**src/design/fsrm_pkg.sv**
```systemverilog
package fsrm_pkg;

   // Width of a slot number on the request and response channels.
   localparam int unsigned SLOT_W = 6;
   localparam int unsigned REV_W  = 64;

   typedef enum logic [1:0] {
      CMD_ACQUIRE  = 2'd0,
      CMD_SUBMIT   = 2'd1,
      CMD_COMPLETE = 2'd2,
      CMD_CONSUME  = 2'd3
   } cmd_type;

   typedef enum logic [1:0] {
      PH_AVAILABLE = 2'd0,
      PH_RECORDING = 2'd1,
      PH_SUBMITTED = 2'd2,
      PH_READY     = 2'd3
   } phase_type;

   typedef enum logic [1:0] {
      STS_DONE  = 2'd0,
      STS_NONE  = 2'd1,
      STS_ERROR = 2'd2
   } status_type;

   // Verdict of the slot test unit for the slot under examination.
   typedef struct packed {
      logic      hit;
      phase_type next_phase;
   } test_type;

endpackage

```
**src/design/fsrm_tag_ram.sv**
```systemverilog
module fsrm_tag_ram #(
   parameter int unsigned DEPTH  = 4,
   parameter int unsigned ADDR_W = 2
) (
   input  logic                        clock,
   input  logic                        wr_en,
   input  logic [ADDR_W-1:0]           wr_addr,
   input  logic [fsrm_pkg::REV_W-1:0]  wr_data,
   input  logic                        rd_en,
   input  logic [ADDR_W-1:0]           rd_addr,
   output logic [fsrm_pkg::REV_W-1:0]  rd_data
);

   logic [fsrm_pkg::REV_W-1:0] mem [DEPTH];
   logic [fsrm_pkg::REV_W-1:0] rd_data_ff;

   always_ff @(posedge clock) begin
      if (wr_en) begin
         mem[wr_addr] <= wr_data;
      end
      if (rd_en) begin
         rd_data_ff <= mem[rd_addr];
      end
   end

   assign rd_data = rd_data_ff;

endmodule

```
**src/design/fsrm_slot_test.sv**
```systemverilog
module fsrm_slot_test (
   input  fsrm_pkg::cmd_type             command,
   input  fsrm_pkg::phase_type           phase,
   input  logic [fsrm_pkg::REV_W-1:0]    tag,
   input  logic [fsrm_pkg::REV_W-1:0]    revision,
   output fsrm_pkg::test_type            verdict
);

   // Each command looks for one phase (consume also a matching tag) and moves the slot to the next one.
   always_comb begin
      verdict.hit        = 1'b0;
      verdict.next_phase = phase;
      unique case (command)
         fsrm_pkg::CMD_ACQUIRE: begin
            verdict.hit        = (phase == fsrm_pkg::PH_AVAILABLE);
            verdict.next_phase = fsrm_pkg::PH_RECORDING;
         end
         fsrm_pkg::CMD_SUBMIT: begin
            verdict.hit        = (phase == fsrm_pkg::PH_RECORDING);
            verdict.next_phase = fsrm_pkg::PH_SUBMITTED;
         end
         fsrm_pkg::CMD_COMPLETE: begin
            verdict.hit        = (phase == fsrm_pkg::PH_SUBMITTED);
            verdict.next_phase = fsrm_pkg::PH_READY;
         end
         fsrm_pkg::CMD_CONSUME: begin
            verdict.hit        = (phase == fsrm_pkg::PH_READY) && (tag == revision);
            verdict.next_phase = fsrm_pkg::PH_AVAILABLE;
         end
         default: begin
            verdict.hit        = 1'b0;
            verdict.next_phase = phase;
         end
      endcase
   end

endmodule

```
**src/design/frame_slot_ring_manager_unit.sv**
```systemverilog
// Channel   Direction  Contents
// req_*     in         one request: command, slot, revision
// rsp_*     out        one response per request: status, slot_index
//
// A request passes through the sequencer states in order: idle, where it is taken, a tag read and
// a slot test per slot examined, and finish. Submit and complete examine one slot, an acquire or
// consume scan up to SLOT_COUNT; an out-of-range submit or complete goes from idle to finish.
// req_tready is high only while the sequencer is idle. A finished response waits in an output
// register, so the next request is taken while rsp_tready holds that one back.
// Reset is synchronous and frees all slots. Tags are not cleared: a tag is only compared on a
// ready slot, which an acquire has always written first.
module frame_slot_ring_manager_unit #(
   parameter int unsigned SLOT_COUNT = 4
) (
   input  logic        clock,
   input  logic        reset,
   input  logic        req_tvalid,
   output logic        req_tready,
   input  logic [71:0] req_tdata,   // [1:0] command, [7:2] slot, [71:8] revision
   output logic        rsp_tvalid,
   input  logic        rsp_tready,
   output logic [7:0]  rsp_tdata    // [1:0] status, [7:2] slot_index
);

   localparam int unsigned IDX_W = $clog2(SLOT_COUNT);

   typedef enum logic [3:0] {
      ST_IDLE   = 4'b0001,
      ST_READ   = 4'b0010,
      ST_TEST   = 4'b0100,
      ST_FINISH = 4'b1000
   } state_type;

   state_type                   state_ff, state_in;
   fsrm_pkg::cmd_type           cmd_ff, cmd_in;
   logic [fsrm_pkg::REV_W-1:0]  rev_ff, rev_in;
   logic [IDX_W-1:0]            idx_ff, idx_in;
   fsrm_pkg::phase_type         phase_ff [SLOT_COUNT];
   fsrm_pkg::phase_type         phase_in [SLOT_COUNT];
   fsrm_pkg::status_type        sts_ff, sts_in;
   logic [fsrm_pkg::SLOT_W-1:0] res_idx_ff, res_idx_in;
   logic                        rsp_valid_ff, rsp_valid_in;
   logic [7:0]                  rsp_data_ff, rsp_data_in;

   fsrm_pkg::cmd_type           req_cmd;
   logic [fsrm_pkg::SLOT_W-1:0] req_slot;
   logic                        req_fire;
   logic                        req_in_range;
   logic                        is_scan;
   logic                        last_idx;
   logic                        tag_we;
   logic                        tag_re;
   logic [fsrm_pkg::REV_W-1:0]  tag_rd;
   fsrm_pkg::test_type          verdict;

   assign req_cmd      = fsrm_pkg::cmd_type'(req_tdata[1:0]);
   assign req_slot     = req_tdata[7:2];
   assign req_tready   = (state_ff == ST_IDLE);
   assign req_fire     = req_tvalid && req_tready;
   assign req_in_range = ({1'b0, req_slot} < 7'(SLOT_COUNT));
   assign is_scan      = (cmd_ff == fsrm_pkg::CMD_ACQUIRE) || (cmd_ff == fsrm_pkg::CMD_CONSUME);
   assign last_idx     = (idx_ff == IDX_W'(SLOT_COUNT - 1));
   assign tag_re       = (state_ff == ST_READ);
   assign tag_we       = (state_ff == ST_TEST) && verdict.hit
                         && (cmd_ff == fsrm_pkg::CMD_ACQUIRE);

   fsrm_tag_ram #(
      .DEPTH  (SLOT_COUNT),
      .ADDR_W (IDX_W)
   ) u_tag_ram (
      .clock   (clock),
      .wr_en   (tag_we),
      .wr_addr (idx_ff),
      .wr_data (rev_ff),
      .rd_en   (tag_re),
      .rd_addr (idx_ff),
      .rd_data (tag_rd)
   );

   fsrm_slot_test u_slot_test (
      .command  (cmd_ff),
      .phase    (phase_ff[idx_ff]),
      .tag      (tag_rd),
      .revision (rev_ff),
      .verdict  (verdict)
   );

   // Sequencer: load the request, then read and test one slot per pass.
   always_comb begin
      state_in     = state_ff;
      cmd_in       = cmd_ff;
      rev_in       = rev_ff;
      idx_in       = idx_ff;
      phase_in     = phase_ff;
      sts_in       = sts_ff;
      res_idx_in   = res_idx_ff;
      rsp_valid_in = rsp_valid_ff;
      rsp_data_in  = rsp_data_ff;

      if (rsp_valid_ff && rsp_tready) begin
         rsp_valid_in = 1'b0;
      end

      unique case (state_ff)
         ST_IDLE: begin
            if (req_fire) begin
               cmd_in     = req_cmd;
               rev_in     = req_tdata[71:8];
               res_idx_in = '0;
               if ((req_cmd == fsrm_pkg::CMD_ACQUIRE) || (req_cmd == fsrm_pkg::CMD_CONSUME)) begin
                  idx_in   = '0;
                  state_in = ST_READ;
               end else if (req_in_range) begin
                  idx_in   = req_slot[IDX_W-1:0];
                  state_in = ST_READ;
               end else begin
                  // Slot number beyond the ring: reject without looking.
                  sts_in   = fsrm_pkg::STS_ERROR;
                  state_in = ST_FINISH;
               end
            end
         end
         ST_READ: begin
            state_in = ST_TEST;
         end
         ST_TEST: begin
            if (verdict.hit) begin
               phase_in[idx_ff] = verdict.next_phase;
               sts_in           = fsrm_pkg::STS_DONE;
               res_idx_in       = is_scan ? fsrm_pkg::SLOT_W'(idx_ff) : '0;
               state_in         = ST_FINISH;
            end else if (is_scan && !last_idx) begin
               idx_in   = idx_ff + 1'b1;
               state_in = ST_READ;
            end else begin
               sts_in   = is_scan ? fsrm_pkg::STS_NONE : fsrm_pkg::STS_ERROR;
               state_in = ST_FINISH;
            end
         end
         ST_FINISH: begin
            // Hand the result over once the output register is free.
            if (!rsp_valid_ff || rsp_tready) begin
               rsp_valid_in = 1'b1;
               rsp_data_in  = {res_idx_ff, sts_ff};
               state_in     = ST_IDLE;
            end
         end
         default: begin
            state_in = ST_IDLE;
         end
      endcase
   end

   always_ff @(posedge clock) begin
      if (reset) begin
         state_ff     <= ST_IDLE;
         rsp_valid_ff <= 1'b0;
         for (int i = 0; i < SLOT_COUNT; i++) begin
            phase_ff[i] <= fsrm_pkg::PH_AVAILABLE;
         end
      end else begin
         state_ff     <= state_in;
         rsp_valid_ff <= rsp_valid_in;
         phase_ff     <= phase_in;
      end
   end

   always_ff @(posedge clock) begin
      cmd_ff      <= cmd_in;
      rev_ff      <= rev_in;
      idx_ff      <= idx_in;
      sts_ff      <= sts_in;
      res_idx_ff  <= res_idx_in;
      rsp_data_ff <= rsp_data_in;
   end

   assign rsp_tvalid = rsp_valid_ff;
   assign rsp_tdata  = rsp_data_ff;

`ifndef SYNTHESIS
   a_busy_after_accept: assert property (@(posedge clock) disable iff (reset)
      req_fire |=> (state_ff != ST_IDLE))
      else $error("sequencer stayed idle after taking a request");

   a_test_after_read: assert property (@(posedge clock) disable iff (reset)
      (state_ff == ST_TEST) |-> ($past(state_ff) == ST_READ))
      else $error("slot tested without a tag read");

   a_status_code: assert property (@(posedge clock) disable iff (reset)
      rsp_tvalid |-> (rsp_tdata[1:0] != 2'd3))
      else $error("undefined status code on the response");

   a_index_zero_on_fail: assert property (@(posedge clock) disable iff (reset)
      (rsp_tvalid && (rsp_tdata[1:0] != fsrm_pkg::STS_DONE)) |-> (rsp_tdata[7:2] == '0))
      else $error("failed response carries a slot index");
`endif

endmodule

```
**config.mk**
```make
export PLATFORM = sky130hd
export DESIGN_NAME = frame_slot_ring_manager_unit
export DESIGN_NICKNAME = d
export VERILOG_FILES = /design/src/design/fsrm_pkg.sv /design/src/design/fsrm_tag_ram.sv /design/src/design/fsrm_slot_test.sv /design/src/design/frame_slot_ring_manager_unit.sv
export SDC_FILE = /design/constraint.sdc
export NUM_CORES = 1
export LEC_CHECK = 0
export BUFFER_PORTS_ARGS = -buffer_cell sky130_fd_sc_hd__buf_2
export CORE_MARGIN = 2
export CORE_UTILIZATION = 40
export DETAILED_ROUTE_END_ITERATION = 8
export PLACE_DENSITY_LB_ADDON = 0.1
export SLEW_MARGIN = 15
export SYNTH_ARGS = -nofsm -noshare
export SYNTH_HDL_FRONTEND = slang
export SYNTH_SLANG_ARGS = --single-unit
```
**constraint.sdc**
```tcl
create_clock -name clock -period 5.6 [get_ports clock]
set_input_delay 1.68 -clock clock [delete_from_list [all_inputs] [get_ports clock]]
set_output_delay 1.68 -clock clock [all_outputs]
set_load 0.05 [all_outputs]
```
---- Word level (Yosys, flattened, before mapping) ----
Memories as Yosys holds them, arrays and structs flattened. A register that Yosys moved wholly into a read port is not among the register bits.
Index checks and enable logic that the tools add are counted.
W data, S select, Z words.
word-level totals
  register bits after elaboration ......... 97
  RAM bits ................................ 256
  bits of input ports ..................... 76
  output and inout port bits .............. 10
  logic and storage cells ................. 99
  memories ................................ 1
operators by class
  $add $sub $neg .......................... 1
  $lt $le $gt $ge ......................... 3
  equality and inequality tests ........... 22
  mux-type cells .......................... 36
  bitwise gates (word level) .............. 1
  reduce and logical (&&, ||, !) cells .... 23
memory list
  memory         depth  bits a word  rd ports  clocked after Yosys merged registers in  wr ports  RTL line            text
  u_tag_ram.mem  4      64           1         1                                        1         fsrm_tag_ram.sv:14  logic [fsrm_pkg::REV_W-1:0] mem [DEPTH];
operator list
  kind                  number
  $eq A64 B64 Y1        1
  $mux W2               15
  $mux W4               6
  $pmux W4 S4           1
  $eq A2 B2 Y1 const B  6
  $mux W6               2
  $pmux W3 S4           1
  $pmux W6 S2           1
  $ne A2 B2 Y1 const B  5
  $reduce_and A5 Y1     2
  $bwmux W8             1
  $pmux W2 S2           2
  $reduce_and A2 Y1     4
  $logic_and A1 B1 Y1   7
  $logic_not A2 Y1      3
  $lt A6 B3 Y1 const B  1
  $mux W1               5
  $bmux W2 S2           1
  $demux W2 S2          1
  $eq A2 B1 Y1 const B  2
  $eq A4 B1 Y1 const B  1
  $eq A4 B2 Y1 const B  1
  $eq A4 B3 Y1 const B  1
  $eq A4 B4 Y1 const B  1
  11 further kinds      15

---- Logic depth before layout (Yosys ltp) ----
  word-level depth ........................ 11
  depth in mapped cells ................... 9
  gate-level depth less buffers ........... 8

---- Hierarchy ----
A second synthesis with hierarchy kept.
second synthesis, totals
  cell total of the unflattened synthesis .. 670
  area, all modules ....................... 15,208.3 um^2
by module, submodules not included
  module                        times used  cells each  area an instance (um^2)  seq. area each (um^2)
  fsrm_tag_ram                  1           402         11,263.3                 9,609.2
  frame_slot_ring_manager_unit  1           167         3,135.5                  2,542.4
  fsrm_slot_test                1           101         809.5                    0.0

---- Worst setup path after synthesis ----
OpenSTA, ideal clock, no wires.
  kind .................................... reg-to-reg
  start point ............................. register state_ff[1]
  end point ............................... register state_ff[0]
  setup time .............................. 0.121 ns
  data arrival time ....................... 4.302 ns
  data required time ...................... 5.479 ns
  path slack .............................. 1.177 ns
  cell stages (with the launch flop) ...... 6
  path buffers ............................ 0
  clock period less this slack ............ 4.423 ns
  cells stage by stage .................... dfxtp_1 nor4b_1 nand2_1 inv_1 nor3_1 a2bb2oi_1
on the way
  longest elaborated chain between the ends .. 4
  elaborated cells between the ends (all ways) .. 9
  those cells by class .................... eq/ne: 6; mux: 1; reduce/logical: 2
ends and longest elaborated chain
  item                                RTL line                             text
  start, declared                     frame_slot_ring_manager_unit.sv:34   state_type state_ff, state_in;
  start signal, assigned              frame_slot_ring_manager_unit.sv:162  state_ff <= state_in;
  $eq A4 B1 Y1 *                      frame_slot_ring_manager_unit.sv:58   assign req_tready = (state_ff == ST_IDLE);
  named net req_tready                frame_slot_ring_manager_unit.sv:18   output logic req_tready,
  $logic_and A1 B1 Y1                 frame_slot_ring_manager_unit.sv:59   assign req_fire = req_tvalid && req_tready;
  $ne A2 B1 Y1 (no source line)       --
  $reduce_and A2 Y1 (no source line)  --
Mark *: on every way through the listed nets, which the timed path passes. The rest lies on a longest branch.
A chain may end at the register's enable or synchronous reset.

---- Worst setup path after layout ----
  start point ............................. register rev_ff[63] (netlist bit)
  end point ............................... memory u_tag_ram.mem[0][57] (netlist bit), enable pin
on the way
  longest elaborated chain between the ends .. 7
ends and longest elaborated chain
  item                           RTL line                             text
  start, declared                frame_slot_ring_manager_unit.sv:36   logic [fsrm_pkg::REV_W-1:0] rev_ff, rev_in;
  start signal, assigned         frame_slot_ring_manager_unit.sv:170  rev_ff <= rev_in;
  $eq A64 B64 Y1                 fsrm_slot_test.sv:27                 verdict.hit = (phase == fsrm_pkg::PH_READY) && (tag == revision);
  $logic_and A1 B1 Y1            fsrm_slot_test.sv:27
  $pmux W3 S4                    fsrm_slot_test.sv:13                 unique case (command)
  $logic_and A1 B1 Y1            frame_slot_ring_manager_unit.sv:64   assign tag_we = (state_ff == ST_TEST) && verdict.hit
  $logic_and A1 B1 Y1            frame_slot_ring_manager_unit.sv:65   && (cmd_ff == fsrm_pkg::CMD_ACQUIRE);
  $mux W1                        fsrm_tag_ram.sv:18                   if (wr_en) begin
  $mux W1 (implied by the code)  fsrm_tag_ram.sv:19                   mem[wr_addr] <= wr_data;
  end, declared                  fsrm_tag_ram.sv:14
Every way passes these cells.

==> flow_summary.toml <==
[yosys]
synth_commonest_cells = "edfxtp_1, mux4_2, xor2_1"
post_synth_main_area_contributors = "edfxtp_1, mux4_2, xor2_1"
synthesis.instances = 688
netlist_area_sq_mm = 0.01514
yosys_most_used_dff = "edfxtp_1"
portion_of_synthesized_cell_area_occupied_by_the_leading_cell_type = 0.7853
yosys.cell_types.count = 49
yosysMostFrequentCell = "edfxtp_1"
async_flop_share = 0
netlist.top_cell.by_area = "edfxtp_1"
postSynthAreaPerCell_sq_um = 22.01
synth-edff-count = 396
count_of_state_elements_after_synthesis = 409
ys.warnings.count = 0
synth_sequential_area_ratio = 0.8024

[sta]
fin_tns_setup_ns = 0
report.final.hold_viol_count = 0
worst_slew_pin_slew_ns = 1.107
clock-skew-final_ns = 0.01965
final.min_clock_period_ns = 4.060
max_freq_mhz = 246.3
post-route-period-util = 0.7250
report.final.setup_viol = 0
timing_max_transition_violations_final = 0
post-route-worst-setup-slack_ns = 1.540
worst_slew_margin_rel = 0.2620
grt_setup_unrepaired = "false"

[final_layout]
antenna_cells = 0
fillers = 3175
drive_gt1_frac = 0.2800
area_delta_synth_final_pct = 16.40
multi_input_area_sq_mm = 0.002838
final_core_utilization = 0.4702
seq_area_sq_mm = 0.01215
final_net_count = 893

[power]
pwr_density_cell_mw_per_mm2 = 383.3
power.static_leakage_nw = 5.785
ir_worst_vdd_v = 0.0001767

[setup_path]
critPathSlowestCell = "and3_2"
crit_chain = "xor2_1, nor4_1, nand4_1, or3_1, o31ai_4, and3_2, buf_12"
worstPathRequired_ns = 5.83
max_stage_delay_ns = 0.85
setup.worst_path.end_class = "flip-flop"
regToRegStartpoint = "rev_ff[63]"
cp_num_cells = 7
ws_path_type = "reg -> reg"
worst_setup_path_start_kind = "flip-flop"
ff2ff_path_depth = 7
crit_path_max_fanout = 38
critical_path_buf_inv_count = 1
r2r_setup_slack_ns = 1.54
worst_r2r_endpoint = "u_tag_ram.mem[0][57]"
worstPathArrival_ns = 4.29
cpLargestDelayFamily = "simple AND/OR/NAND/NOR gates"

[die]
top_level_ports = 86
initial_utilization = 0.4039
row_count = 71
die-width_microns = 198.6
design.die.area_sq_mm = 0.03943
fp.dieH_microns = 198.6
core_area_sq_mm = 0.03749

[grt]
grt_pass1_wl_microns = 45060
via_count_of_the_first_global_routing_pass = 7429
grt_overflow = 0
pin_count_of_the_biggest_net_entering_global_routing = 68
grt_use_total = 0.1552
initial_antenna_violation_count = 0

[drt]
detail_route.drc_violations = 0
number_of_search_and_repair_iterations_in_the_first_detailed_routing_pass = 4
vias = 6803
drtIter0Drc = 422
post_detailed_route_via_to_cell_ratio = 5.024
drt-wirelength-per-cell_microns = 21.83
detail_route.wirelength_microns = 29560
antenna_left = 0

[clocking]
numCtsBuffers = 45
root_buffer = "clkbuf_16"
post-cts-setup-buffer-count = 0
hold_buffers = 0
clkLatencyLatePin_ns = 0.56
cts-htree-levels = 2
tritoncts_sinks = 409
cts-root-to-sink-buffers = 3
clkSlewWorstSetupHoldPaths_ns = 0.06
clock_tree_from_tritoncts = "built"
number_of_gates_resized_after_cts = 0

[job]
maxCapViolCount = 0

[placement]
dpl.hpwl_microns = 16510
preCtsSetupSlack_ns = 1.525
io_buffers = 81
finalWeightedCongestion = 0.7796

[hold_path]
holdCritStartpoint = "sts_ff[1]"
min-delay-path-class = "reg -> reg"
min_delay_worst_endpoint = "rsp_tdata[1]"
worstHoldPathCells = 0

[outcome]
status = "complete, no violations"
## logic make-up after synthesis
family                   count (synthesis)  synth area share
multiplexers                            73            0.1028
flip-flops                             409            0.8024
buffers and inverters                   36           0.01124
AND/OR/NAND/NOR                         81           0.03107
other                                    1         0.0002476
adder cells (fa/ha/maj)                  9          0.007436
AO/OA/AOI/OAI                           25           0.01355
XOR/XNOR                                54           0.03123
## cells in the final DEF (no fill, tap or decap), types with 5 or more instances in the layout
cell,instances
mux2i_1,7
inv_1,11
dfxtp_1,13
xnor2_1,19
ha_1,9
nor2b_1,10
nor4_1,10
nor2_1,14
nand2_1,11
clkbuf_16,45
buf_4,7
clkinv_1,14
nor3_1,5
edfxtp_1,396
buf_2,81
clkinv_2,8
clkbuf_1,6
nand4_1,7
xor2_1,35
mux4_2,66
## worst max-delay path by stage
stage | slack [ns] | end | start
finish | 1.54 | u_tag_ram.mem[0][57] | rev_ff[63]
detailed placement | 1.53 | u_tag_ram.mem[0][6] | rev_ff[63]
global route | 1.33 | u_tag_ram.mem[0][57] | rev_ff[63]
CTS | 1.50 | u_tag_ram.mem[0][57] | rev_ff[63]
global placement | 1.60 | u_tag_ram.mem[3][6] | rev_ff[25]
floorplan | 1.18 | state_ff[0] | state_ff[1]
## state kept, by name, indices dropped and copies added (netlist names)
name	count
cmd_ff	2
idx_ff	2
phase_ff	8
res_idx_ff	2
rev_ff	64
rsp_tdata	4
rsp_tvalid	1
state_ff	4
sts_ff	2
u_tag_ram.mem	256
u_tag_ram.rd_data	64
## power breakdown
group / total [mW] / internal (mW) / leakage [nW] / switching [mW]
Sequential: 3.56 / 3.48 / 3.70 / 0.0823
Clock: 2.84 / 1.66 / 0.697 / 1.18
Combinational: 0.351 / 0.155 / 1.39 / 0.196
## worst reg2reg max path: stages, from the launching register on
cell and delay, ns:
edfxtp_1 0.45, xor2_1 0.19, nor4_1 0.58, nand4_1 0.24, or3_1 0.52, o31ai_4 0.53, and3_2 0.85, buf_12 0.37
## through the flow
step | cells | cell area, sq um | hold WS [ns] | power [mW]
final | 1354 | 17630 | 0.4301 | 6.756
after floorplan | 691 | 15150 | 0.4003 | 3.849
after detailed placement | 1272 | 16200 | 0.4219 | 3.992
after CTS | 1354 | 17630 | 0.4357 | 6.854
after global routing | 1354 | 17630 | 0.4353 | 7.014
after global placement | 1272 | 16200 | 0.4089 | 3.982
## routing by layer
layer / track usage / share of wire / vias up
met1: 0.2145 / 0.45 / 3579
met4: 0.05169 / 0.021 / 0
met3: 0.03069 / 0.047 / 50
li1: - / - / 3026
met2: 0.2483 / 0.48 / 148
met5: 0 / 0 / -
## layout make-up
cell class / instances / area share
Sequential cell: 409 / 0.6894
Multi-Input combinational cell: 246 / 0.1610
Clock buffer: 51 / 0.06516
Tap cell: 511 / 0.03627
Timing Repair Buffer: 91 / 0.02939
Clock inverter: 31 / 0.01562
Inverter: 15 / 0.003194
No activity file was read; power rests on OpenSTA's default activity.
